==> src/hdl/dqe_pkg.sv <==
`timescale 1ns / 1ps

package dqe_pkg;

   localparam int LABEL_CAPACITY = 32;
   localparam int CNT_W          = $clog2(LABEL_CAPACITY + 1);
   localparam int ADDR_W         = (LABEL_CAPACITY > 1) ? $clog2(LABEL_CAPACITY) : 1;
   localparam int RAM_DEPTH      = 1 << ADDR_W;
   localparam int STEP_W         = (CNT_W > 4) ? CNT_W : 4;
   localparam int HDR_BYTES      = 12;
   localparam int TAIL_BYTES     = 4;

   localparam logic [7:0] CHAR_DOT = 8'h2E;
   localparam logic [7:0] CHAR_END = 8'h00;

   localparam logic [1:0] CSR_TXN_ID = 2'd0;
   localparam logic [1:0] CSR_FLAGS  = 2'd1;
   localparam logic [1:0] CSR_QTYPE  = 2'd2;
   localparam logic [1:0] CSR_QCLASS = 2'd3;

   localparam logic [15:0] TXN_ID_RESET = 16'h0000;
   localparam logic [15:0] FLAGS_RESET  = 16'h0100;
   localparam logic [15:0] QTYPE_RESET  = 16'h0001;
   localparam logic [15:0] QCLASS_RESET = 16'h0001;

   typedef struct packed {
      logic [15:0] txn_id;
      logic [15:0] flags;
      logic [15:0] qtype;
      logic [15:0] qclass;
   } dqe_cfg_type;

   typedef struct packed {
      logic              wr_en;
      logic [ADDR_W-1:0] wr_addr;
      logic [7:0]        wr_data;
      logic [ADDR_W-1:0] rd_addr;
   } dqe_ram_req_type;

   function automatic logic [7:0] header_byte(input logic [STEP_W-1:0] idx,
                                              input dqe_cfg_type cfg);
      logic [7:0] b;
      case (idx)
         STEP_W'(0): b = cfg.txn_id[15:8];
         STEP_W'(1): b = cfg.txn_id[7:0];
         STEP_W'(2): b = cfg.flags[15:8];
         STEP_W'(3): b = cfg.flags[7:0];
         STEP_W'(5): b = 8'h01;
         default:    b = 8'h00;
      endcase
      return b;
   endfunction

   function automatic logic [7:0] tail_byte(input logic [1:0] idx, input dqe_cfg_type cfg);
      logic [7:0] b;
      case (idx)
         2'd0:    b = cfg.qtype[15:8];
         2'd1:    b = cfg.qtype[7:0];
         2'd2:    b = cfg.qclass[15:8];
         default: b = cfg.qclass[7:0];
      endcase
      return b;
   endfunction

endpackage

==> src/hdl/dqe_ifs.sv <==
`timescale 1ns / 1ps

interface dqe_req_if;
   logic       valid;
   logic       ready;
   logic [7:0] name_char;

   modport source (output valid, output name_char, input ready);
   modport sink   (input valid, input name_char, output ready);
endinterface

interface dqe_rsp_if;
   logic       valid;
   logic       ready;
   logic [7:0] out_byte;
   logic       run_last;
   logic       message_end;
   logic       label_overflow;

   modport source (output valid, output out_byte, output run_last, output message_end,
                   output label_overflow, input ready);
   modport sink   (input valid, input out_byte, input run_last, input message_end,
                   input label_overflow, output ready);
endinterface

==> src/hdl/dqe_label_ram.sv <==
`timescale 1ns / 1ps

module dqe_label_ram #(
   parameter int DEPTH = 32,
   parameter int WIDTH = 8,
   parameter int AW    = 5
) (
   input  logic             clock,
   input  logic             wr_en,
   input  logic [AW-1:0]    wr_addr,
   input  logic [WIDTH-1:0] wr_data,
   input  logic [AW-1:0]    rd_addr,
   output logic [WIDTH-1:0] rd_data
);

   logic [WIDTH-1:0] mem [DEPTH];
   logic [WIDTH-1:0] rd_data_ff;

   always_ff @(posedge clock) begin
      if (wr_en) begin
         mem[wr_addr] <= wr_data;
      end
      rd_data_ff <= mem[rd_addr];
   end

   assign rd_data = rd_data_ff;

endmodule

==> src/hdl/dqe_sequencer.sv <==
`timescale 1ns / 1ps

module dqe_sequencer
   import dqe_pkg::*;
(
   input  logic            clock,
   input  logic            reset,
   dqe_req_if.sink         req,
   dqe_rsp_if.source       rsp,
   input  dqe_cfg_type     cfg,
   output dqe_ram_req_type ram_req,
   input  logic [7:0]      ram_rd_data
);

   typedef enum logic [2:0] {S_IDLE, S_HDR, S_LEN, S_DATA, S_ROOT, S_TAIL} state_type;
   typedef enum logic [1:0] {K_CHAR, K_DOT, K_END} kind_type;

   localparam logic [STEP_W-1:0] HDR_LAST  = STEP_W'(HDR_BYTES - 1);
   localparam logic [STEP_W-1:0] TAIL_LAST = STEP_W'(TAIL_BYTES - 1);
   localparam logic [CNT_W-1:0]  CAP       = CNT_W'(LABEL_CAPACITY);

   state_type         state_ff, state_in;
   kind_type          kind_ff, kind_in, kind_acc;
   logic [STEP_W-1:0] cnt_ff, cnt_in, cnt_last;
   logic [CNT_W-1:0]  count_ff, count_in;
   logic              ovf_ff, ovf_in;
   logic              hdr_sent_ff, hdr_sent_in;
   logic              rsp_valid_ff, rsp_valid_in;
   logic [7:0]        byte_ff, byte_in;
   logic              run_last_ff, run_last_in;
   logic              msg_end_ff, msg_end_in;
   logic              lovf_ff, lovf_in;

   logic              slot_free, accept, emit;
   logic [7:0]        e_byte;
   logic              e_last, e_end, e_ovf;

   assign req.ready = (state_ff == S_IDLE);
   assign accept    = req.valid && req.ready;
   assign slot_free = !rsp_valid_ff || rsp.ready;
   assign cnt_last  = STEP_W'(count_ff) - STEP_W'(1);

   always_comb begin
      if (req.name_char == CHAR_DOT) begin
         kind_acc = K_DOT;
      end else if (req.name_char == CHAR_END) begin
         kind_acc = K_END;
      end else begin
         kind_acc = K_CHAR;
      end
   end

   always_comb begin
      state_in    = state_ff;
      kind_in     = kind_ff;
      cnt_in      = cnt_ff;
      count_in    = count_ff;
      ovf_in      = ovf_ff;
      hdr_sent_in = hdr_sent_ff;
      emit        = 1'b0;
      e_byte      = 8'h00;
      e_last      = 1'b0;
      e_end       = 1'b0;
      e_ovf       = 1'b0;
      ram_req.wr_en   = 1'b0;
      ram_req.wr_addr = count_ff[ADDR_W-1:0];
      ram_req.wr_data = req.name_char;

      case (state_ff)
         S_IDLE: begin
            if (accept) begin
               kind_in = kind_acc;
               cnt_in  = '0;
               if (kind_acc == K_CHAR) begin
                  if (count_ff < CAP) begin
                     ram_req.wr_en = 1'b1;
                     count_in      = count_ff + CNT_W'(1);
                  end else begin
                     ovf_in = 1'b1;
                  end
               end
               if (!hdr_sent_ff) begin
                  state_in    = S_HDR;
                  hdr_sent_in = 1'b1;
               end else if (kind_acc == K_DOT) begin
                  state_in = S_LEN;
               end else if (kind_acc == K_END) begin
                  state_in = (count_ff != '0) ? S_LEN : S_ROOT;
               end
            end
         end
         S_HDR: begin
            if (slot_free) begin
               emit   = 1'b1;
               e_byte = header_byte(cnt_ff, cfg);
               if (cnt_ff == HDR_LAST) begin
                  cnt_in = '0;
                  case (kind_ff)
                     K_DOT:   state_in = S_LEN;
                     K_END:   state_in = (count_ff != '0) ? S_LEN : S_ROOT;
                     default: begin
                        e_last   = 1'b1;
                        state_in = S_IDLE;
                     end
                  endcase
               end else begin
                  cnt_in = cnt_ff + STEP_W'(1);
               end
            end
         end
         S_LEN: begin
            if (slot_free) begin
               emit   = 1'b1;
               e_byte = 8'(count_ff);
               e_ovf  = ovf_ff;
               cnt_in = '0;
               if (count_ff == '0) begin
                  e_last   = 1'b1;
                  ovf_in   = 1'b0;
                  state_in = S_IDLE;
               end else begin
                  state_in = S_DATA;
               end
            end
         end
         S_DATA: begin
            if (slot_free) begin
               emit   = 1'b1;
               e_byte = ram_rd_data;
               e_ovf  = ovf_ff;
               if (cnt_ff == cnt_last) begin
                  cnt_in   = '0;
                  count_in = '0;
                  ovf_in   = 1'b0;
                  if (kind_ff == K_DOT) begin
                     e_last   = 1'b1;
                     state_in = S_IDLE;
                  end else begin
                     state_in = S_ROOT;
                  end
               end else begin
                  cnt_in = cnt_ff + STEP_W'(1);
               end
            end
         end
         S_ROOT: begin
            if (slot_free) begin
               emit     = 1'b1;
               cnt_in   = '0;
               count_in = '0;
               ovf_in   = 1'b0;
               state_in = S_TAIL;
            end
         end
         S_TAIL: begin
            if (slot_free) begin
               emit   = 1'b1;
               e_byte = tail_byte(cnt_ff[1:0], cfg);
               if (cnt_ff == TAIL_LAST) begin
                  e_last      = 1'b1;
                  e_end       = 1'b1;
                  cnt_in      = '0;
                  hdr_sent_in = 1'b0;
                  state_in    = S_IDLE;
               end else begin
                  cnt_in = cnt_ff + STEP_W'(1);
               end
            end
         end
         default: state_in = S_IDLE;
      endcase

      ram_req.rd_addr = cnt_in[ADDR_W-1:0];
   end

   always_comb begin
      rsp_valid_in = rsp_valid_ff && !rsp.ready;
      byte_in      = byte_ff;
      run_last_in  = run_last_ff;
      msg_end_in   = msg_end_ff;
      lovf_in      = lovf_ff;
      if (emit) begin
         rsp_valid_in = 1'b1;
         byte_in      = e_byte;
         run_last_in  = e_last;
         msg_end_in   = e_end;
         lovf_in      = e_ovf;
      end
   end

   always_ff @(posedge clock) begin
      if (reset) begin
         state_ff     <= S_IDLE;
         kind_ff      <= K_CHAR;
         cnt_ff       <= '0;
         count_ff     <= '0;
         ovf_ff       <= 1'b0;
         hdr_sent_ff  <= 1'b0;
         rsp_valid_ff <= 1'b0;
      end else begin
         state_ff     <= state_in;
         kind_ff      <= kind_in;
         cnt_ff       <= cnt_in;
         count_ff     <= count_in;
         ovf_ff       <= ovf_in;
         hdr_sent_ff  <= hdr_sent_in;
         rsp_valid_ff <= rsp_valid_in;
      end
      byte_ff     <= byte_in;
      run_last_ff <= run_last_in;
      msg_end_ff  <= msg_end_in;
      lovf_ff     <= lovf_in;
   end

   assign rsp.valid          = rsp_valid_ff;
   assign rsp.out_byte       = byte_ff;
   assign rsp.run_last       = run_last_ff;
   assign rsp.message_end    = msg_end_ff;
   assign rsp.label_overflow = lovf_ff;

   a_end_is_last: assert property (@(posedge clock) disable iff (reset)
      rsp_valid_ff && msg_end_ff |-> run_last_ff)
      else $error("message end without run end");

   a_count_bound: assert property (@(posedge clock) disable iff (reset)
      count_ff <= CAP)
      else $error("label count beyond capacity");

   a_ovf_full: assert property (@(posedge clock) disable iff (reset)
      ovf_ff |-> count_ff == CAP)
      else $error("overflow flag with label not full");

   a_data_nonempty: assert property (@(posedge clock) disable iff (reset)
      state_ff == S_DATA |-> count_ff != '0)
      else $error("label readout with empty label");

endmodule

==> src/hdl/dns_query_encoder_core.sv <==
`timescale 1ns / 1ps
// channel  | port          | dir | payload
// ---------+---------------+-----+--------------------------------------------------
// request  | req           | in  | name_char
// response | rsp           | out | out_byte, run_last, message_end, label_overflow
// csr      | csr_wr_en ... | in  | csr_index selects register, csr_wdata value
//
// An ordinary character after the header is taken without leaving idle; req.ready stays high.
// Other items hold req.ready low while their bytes go out through the output register, one
// byte per cycle while rsp is not stalled: 12 header bytes, then length byte plus n label
// bytes, then 5 closing bytes. Label bytes come from a one-port-write, one-port-read RAM
// with a registered read port. Reset is synchronous and clears control state; label RAM
// contents stay. A stalled rsp holds the output register and any state that sends bytes.

module dns_query_encoder_core
   import dqe_pkg::*;
(
   input  logic        clock,
   input  logic        reset,
   dqe_req_if.sink     req,
   dqe_rsp_if.source   rsp,
   input  logic        csr_wr_en,
   input  logic [1:0]  csr_index,
   input  logic [15:0] csr_wdata
);

   dqe_cfg_type     cfg_ff, cfg_in;
   dqe_ram_req_type ram_req;
   logic [7:0]      ram_rd_data;

   always_comb begin
      cfg_in = cfg_ff;
      if (csr_wr_en) begin
         case (csr_index)
            CSR_TXN_ID: cfg_in.txn_id = csr_wdata;
            CSR_FLAGS:  cfg_in.flags  = csr_wdata;
            CSR_QTYPE:  cfg_in.qtype  = csr_wdata;
            CSR_QCLASS: cfg_in.qclass = csr_wdata;
            default:    cfg_in        = cfg_ff;
         endcase
      end
   end

   always_ff @(posedge clock) begin
      if (reset) begin
         cfg_ff.txn_id <= TXN_ID_RESET;
         cfg_ff.flags  <= FLAGS_RESET;
         cfg_ff.qtype  <= QTYPE_RESET;
         cfg_ff.qclass <= QCLASS_RESET;
      end else begin
         cfg_ff <= cfg_in;
      end
   end

   dqe_label_ram #(
      .DEPTH (RAM_DEPTH),
      .WIDTH (8),
      .AW    (ADDR_W)
   ) u_label_ram (
      .clock   (clock),
      .wr_en   (ram_req.wr_en),
      .wr_addr (ram_req.wr_addr),
      .wr_data (ram_req.wr_data),
      .rd_addr (ram_req.rd_addr),
      .rd_data (ram_rd_data)
   );

   dqe_sequencer u_sequencer (
      .clock       (clock),
      .reset       (reset),
      .req         (req),
      .rsp         (rsp),
      .cfg         (cfg_ff),
      .ram_req     (ram_req),
      .ram_rd_data (ram_rd_data)
   );

endmodule
==> src/flat_wrapper.sv <==
// flat-port wrapper written by rule: the top's interface ports become plain ports
module dns_query_encoder_core_flat import dqe_pkg::*;
  (clock, reset, csr_wr_en, csr_index, csr_wdata, req_valid, req_name_char, req_ready, rsp_valid, rsp_out_byte, rsp_run_last, rsp_message_end, rsp_label_overflow, rsp_ready);
  dqe_req_if req_i ();
  dqe_rsp_if rsp_i ();
  input  logic clock;
  input  logic reset;
  input  logic csr_wr_en;
  input  logic [1:0] csr_index;
  input  logic [15:0] csr_wdata;
  input wire logic [$bits(req_i.valid)-1:0] req_valid;
  input wire logic [$bits(req_i.name_char)-1:0] req_name_char;
  output wire logic [$bits(req_i.ready)-1:0] req_ready;
  output wire logic [$bits(rsp_i.valid)-1:0] rsp_valid;
  output wire logic [$bits(rsp_i.out_byte)-1:0] rsp_out_byte;
  output wire logic [$bits(rsp_i.run_last)-1:0] rsp_run_last;
  output wire logic [$bits(rsp_i.message_end)-1:0] rsp_message_end;
  output wire logic [$bits(rsp_i.label_overflow)-1:0] rsp_label_overflow;
  input wire logic [$bits(rsp_i.ready)-1:0] rsp_ready;
  assign req_i.valid = req_valid;
  assign req_i.name_char = req_name_char;
  assign req_ready = req_i.ready;
  assign rsp_valid = rsp_i.valid;
  assign rsp_out_byte = rsp_i.out_byte;
  assign rsp_run_last = rsp_i.run_last;
  assign rsp_message_end = rsp_i.message_end;
  assign rsp_label_overflow = rsp_i.label_overflow;
  assign rsp_i.ready = rsp_ready;
  dns_query_encoder_core u_core (.clock(clock), .reset(reset), .req(req_i), .rsp(rsp_i), .csr_wr_en(csr_wr_en), .csr_index(csr_index), .csr_wdata(csr_wdata));
endmodule
==> config.mk <==
export PLATFORM = sky130hd
export DESIGN_NAME = dns_query_encoder_core_flat
export DESIGN_NICKNAME = d
export VERILOG_FILES = /design/src/hdl/dqe_pkg.sv /design/src/hdl/dqe_ifs.sv /design/src/hdl/dqe_label_ram.sv /design/src/hdl/dqe_sequencer.sv /design/src/hdl/dns_query_encoder_core.sv /design/src/flat_wrapper.sv
export SDC_FILE = /design/constraint.sdc
export NUM_CORES = 1
export LEC_CHECK = 0
export ABC_AREA = 1
export BUFFER_PORTS_ARGS = -buffer_cell sky130_fd_sc_hd__buf_2
export CAP_MARGIN = 20
export CORE_ASPECT_RATIO = 1.4
export CORE_MARGIN = 2
export CORE_UTILIZATION = 30
export CTS_CLUSTER_SIZE = 30
export DETAILED_ROUTE_END_ITERATION = 16
export MAX_ROUTING_LAYER = met4
export PLACE_DENSITY = 0.45
export SLEW_MARGIN = 10
export SYNTH_ARGS = -nofsm -noshare
export SYNTH_HDL_FRONTEND = slang
export SYNTH_SLANG_ARGS = --single-unit
==> constraint.sdc <==
create_clock -name clock -period 2.65 [get_ports clock]
set_clock_uncertainty 0.2 [all_clocks]
set_input_delay 0.1325 -clock clock [delete_from_list [all_inputs] [get_ports clock]]
set_output_delay 0.1325 -clock clock [all_outputs]
set_load 0.005 [all_outputs]
==> results.sh <==
export IMPL_synth_top_family_by_area="simple AND/OR/NAND/NOR gates"
export IMPL_synthCells=1765
export IMPL_via_count=13100
export IMPL_fin_crit_sh_pct=105
export IMPL_root_buffer="clkbuf_16"
export IMPL_cts_buffer_depth=3
export IMPL_synth_top_area_share_pct=48.4
export IMPL_synth_area_per_cell_um2=9.38
export IMPL_synth_edf_count=267
export IMPL_async_reset_ff_share_pct=0
export IMPL_antenna_found_initial=0
export IMPL_dp_hpwl_mm=35.1
export IMPL_yosys_warnings=0
export IMPL_synth_distinct_cells=44
export IMPL_syn_nets=1806
export IMPL_fin_tns_setup_ns=-0.825
export IMPL_end_kind="register"
export IMPL_synth_area_leaders="edfxtp_1 48%, dfxtp_1 11%, nand3_1 9.2%"
export IMPL_yosysMostFrequentCell="nand3_1"
export IMPL_dr_wl_met3_mm=1.89
export IMPL_slew_headroom_pct=56.8
export IMPL_met2_length_mm=27.5
export IMPL_clock_sinks=359
export IMPL_first_pass_iters=5
export IMPL_drc=0
export IMPL_powerDensity_nw_per_um2=1010
export IMPL_fin_util_pct=39.3
export IMPL_gp_congestion=0.869
export IMPL_initialDrtViolationCount=864
export IMPL_combPwrFrac_pct=42.1
export IMPL_grt_max_degree=65
export IMPL_startpoint_type="register"
export IMPL_h_tree_depth=2
export IMPL_portBuffers=43
export IMPL_fp_row_count=101
export IMPL_synth_simple_area_share_pct=25.0
export IMPL_antenna_cells=0
export IMPL_cp_required_ns=2.89
export IMPL_met1_length_mm=22.2
export IMPL_synth_seq_cells=359
export IMPL_clock_fmax_ghz=0.359
export IMPL_rrSetupSlack_ns=-0.14
export IMPL_ir_worst_vdd_mv=0.556
export IMPL_p_int_mw=13.7
export IMPL_fill_cells=5374
export IMPL_p_leak_nw=8.76
export IMPL_stdcell_area_um2=21400
export IMPL_area_delta_synth_final_pct=29.1
export IMPL_synth_compound_area_share_pct=5.47
export IMPL_synth_area_um2=16600
export IMPL_dieArea_um2=57100
export IMPL_tightest_slew_ns=0.648
export IMPL_hp_class="primary input to register"
export IMPL_p_sw_mw=7.86
export IMPL_drive_above_1_share_pct=22.0
export IMPL_clock_latency_ns=0.56
export IMPL_path_class="register to register"
export IMPL_synth_ff_type="edfxtp_1"
export IMPL_rsz0062_at_grt="yes"
export IMPL_drtAntennaViolNets=0
export IMPL_grt_pass1_vias=13300
export IMPL_yosysSeqAreaShare_pct=59.6
export IMPL_synthXorXnorAreaFrac_pct=0.265
export IMPL_seqPwrFrac_pct=30.6
export IMPL_synthAdderAreaFrac_pct=0.756
export IMPL_start_util_pct=30.5
export IMPL_cts_inserted_buffers=40
export IMPL_swShare_pct=36.4
export IMPL_synth_mux_area_share_pct=0
export IMPL_top_layer="met4"
export IMPL_track_usage_pct=19.3
export IMPL_violations="setup timing"
export IMPL_status="complete, but fails checks"
export IMPL_slew_viol_final=0
export IMPL_grt_pass1_wl_mm=81.2
export IMPL_synth_top_area_cell="edfxtp_1"
export IMPL_cts_tree="yes"
export IMPL_ios=44
export IMPL_wl_per_cell_um=19.7
export IMPL_finalSetupViolCount=8
export IMPL_arrival_ns=3.02
export IMPL_final_hold_violation_count=0
export IMPL_synth_commonest_cells="304 x nand3_1, 283 x nand2_1, 267 x edfxtp_1"
export IMPL_routed_wl_mm=53.6
export IMPL_max_cap_violations=0
export IMPL_period_minus_slack_ns=2.79
export IMPL_fin_nets=2011
export IMPL_place_area_um2=18500
export IMPL_coreArea_um2=54300
export IMPL_path_max_fanout=16
export IMPL_pre_cts_ws_ns=-0.438
export IMPL_setup_slack_ns=-0.135
export IMPL_power_share_clock_pct=27.3
export IMPL_via_per_inst=4.82
export IMPL_die_h_um=282
export IMPL_clkTransAtPathRegs_ns=0.06
export IMPL_grt_overflow=0
export IMPL_die_x_um=203
-- critical path, stage by stage, from the launching register on --
cell     delay, ns
dfxtp_1       0.34
nor2_2        0.16
inv_2         0.07
nor2_4        0.16
inv_2         0.07
nor2_2        0.12
inv_2         0.04
nand2_1       0.18
inv_2         0.12
o22ai_2       0.34
buf_4         0.18
buf_4         0.25
nand3_1       0.14
nand3_2       0.11
nand2_2       0.07
nand2_2       0.07
nand2_1       0.06
-- area by class of cell --
class | instances | area [um^2] | share of cell area (%)
Timing Repair Buffer | 255 | 2500 | 11.7
Inverter | 248 | 940 | 4.40
Tap cell | 721 | 902 | 4.22
Multi-Input combinational cell | 1066 | 5760 | 27.0
Clock buffer | 51 | 1080 | 5.07
Sequential cell | 359 | 9860 | 46.2
Clock inverter | 22 | 313 | 1.46
-- power by group through the flow --
stage / clock, mW / sequential [mW] / combinational [mW]
3_5_place_dp: 0 / 6.72 / 7.22
2_1_floorplan: 0 / 6.65 / 4.44
3_3_place_gp: 0 / 6.72 / 7.21
4_1_cts: 6.02 / 6.61 / 8.81
5_1_grt: 6.22 / 6.64 / 9.84
6_report: 5.89 / 6.61 / 9.08
-- per-stage QoR --
stage / power (mW) / std cells / hold slack (ns)
after global placement: 13.9 / 2583 / 0.241
after detailed placement: 13.9 / 2583 / 0.245
final: 21.6 / 2722 / 0.00605
after floorplan: 11.1 / 1765 / 0.0314
after global routing: 22.7 / 2722 / 0.0136
after CTS: 21.4 / 2719 / 0.00119
-- routing by layer --
metal / track usage, % / up-vias
met4: 7.49 / 0
met3: 2.37 / 101
met2: 34.3 / 299
met1: 22.1 / 6369
li1: - / 6341
met5: - / -
-- path summary, 6_finish.rpt --
path / startpoint / endpoint / cells after the start
hold reg to reg: u_core.cfg_ff[7] / u_core.cfg_ff[7] / 2
setup reg to reg: u_core.u_sequencer.state_ff[0] / u_core.u_label_ram.rd_data[2] / 16
setup / recovery: u_core.u_sequencer.state_ff[0] / u_core.u_label_ram.rd_data[2] / 16
hold / removal: req_name_char[0] / u_core.u_sequencer.kind_ff[0] / 5
-- cells by family after synthesis --
| logic type | after synthesis |
|---|---|
| and+or+nand+nor | 897 |
| adders and majority gates | 10 |
| buffers and inverters | 340 |
| xor gates and xnor gates | 5 |
| AOI/OAI and AO/OA | 154 |
| DFF | 359 |
-- state kept, by name, summed over array words and instances (netlist names) --
signal	count
u_core.cfg_ff	64
u_core.u_label_ram.mem	256
u_core.u_label_ram.rd_data	8
u_core.u_sequencer.cnt_ff	6
u_core.u_sequencer.count_ff	6
u_core.u_sequencer.hdr_sent_ff	1
u_core.u_sequencer.kind_ff	2
u_core.u_sequencer.ovf_ff	1
u_core.u_sequencer.rsp.label_overflow	1
u_core.u_sequencer.rsp.message_end	1
u_core.u_sequencer.rsp.out_byte	8
u_core.u_sequencer.rsp.run_last	1
u_core.u_sequencer.rsp.valid	1
u_core.u_sequencer.state_ff	3
-- repair_timing --
item                                   CTS  global route
setup endpoints to repair              257           240
endpoints found under the hold margin  253             0
buffers inserted                        22             1
resized for setup                      123            51
hold buffers                            33             0
gates cloned                             8             2
pin swaps                               30             9
-- layout by cell type, fill, tap and decap left out, types with 6 or more instances in the layout --
cell type,count
edfxtp_1,267
nand3_1,259
nand2_1,257
inv_1,230
nor2_1,160
buf_4,130
dfxtp_1,88
nand3b_1,80
o21ai_0,74
nand3_2,45
clkbuf_16,43
buf_2,43
nor2_2,34
dlygate4sd3_1,33
a21oi_1,29
buf_12,29
nand2_2,24
inv_2,12
nand4_1,9
o211ai_1,9
buf_16,9
ha_1,8
clkbuf_1,8
buf_6,8
nand2_4,7
clkinv_1,6
nor3_1,6
nor2_4,6
bufinv_16,6
No activity file was read; power rests on OpenSTA's default activity.
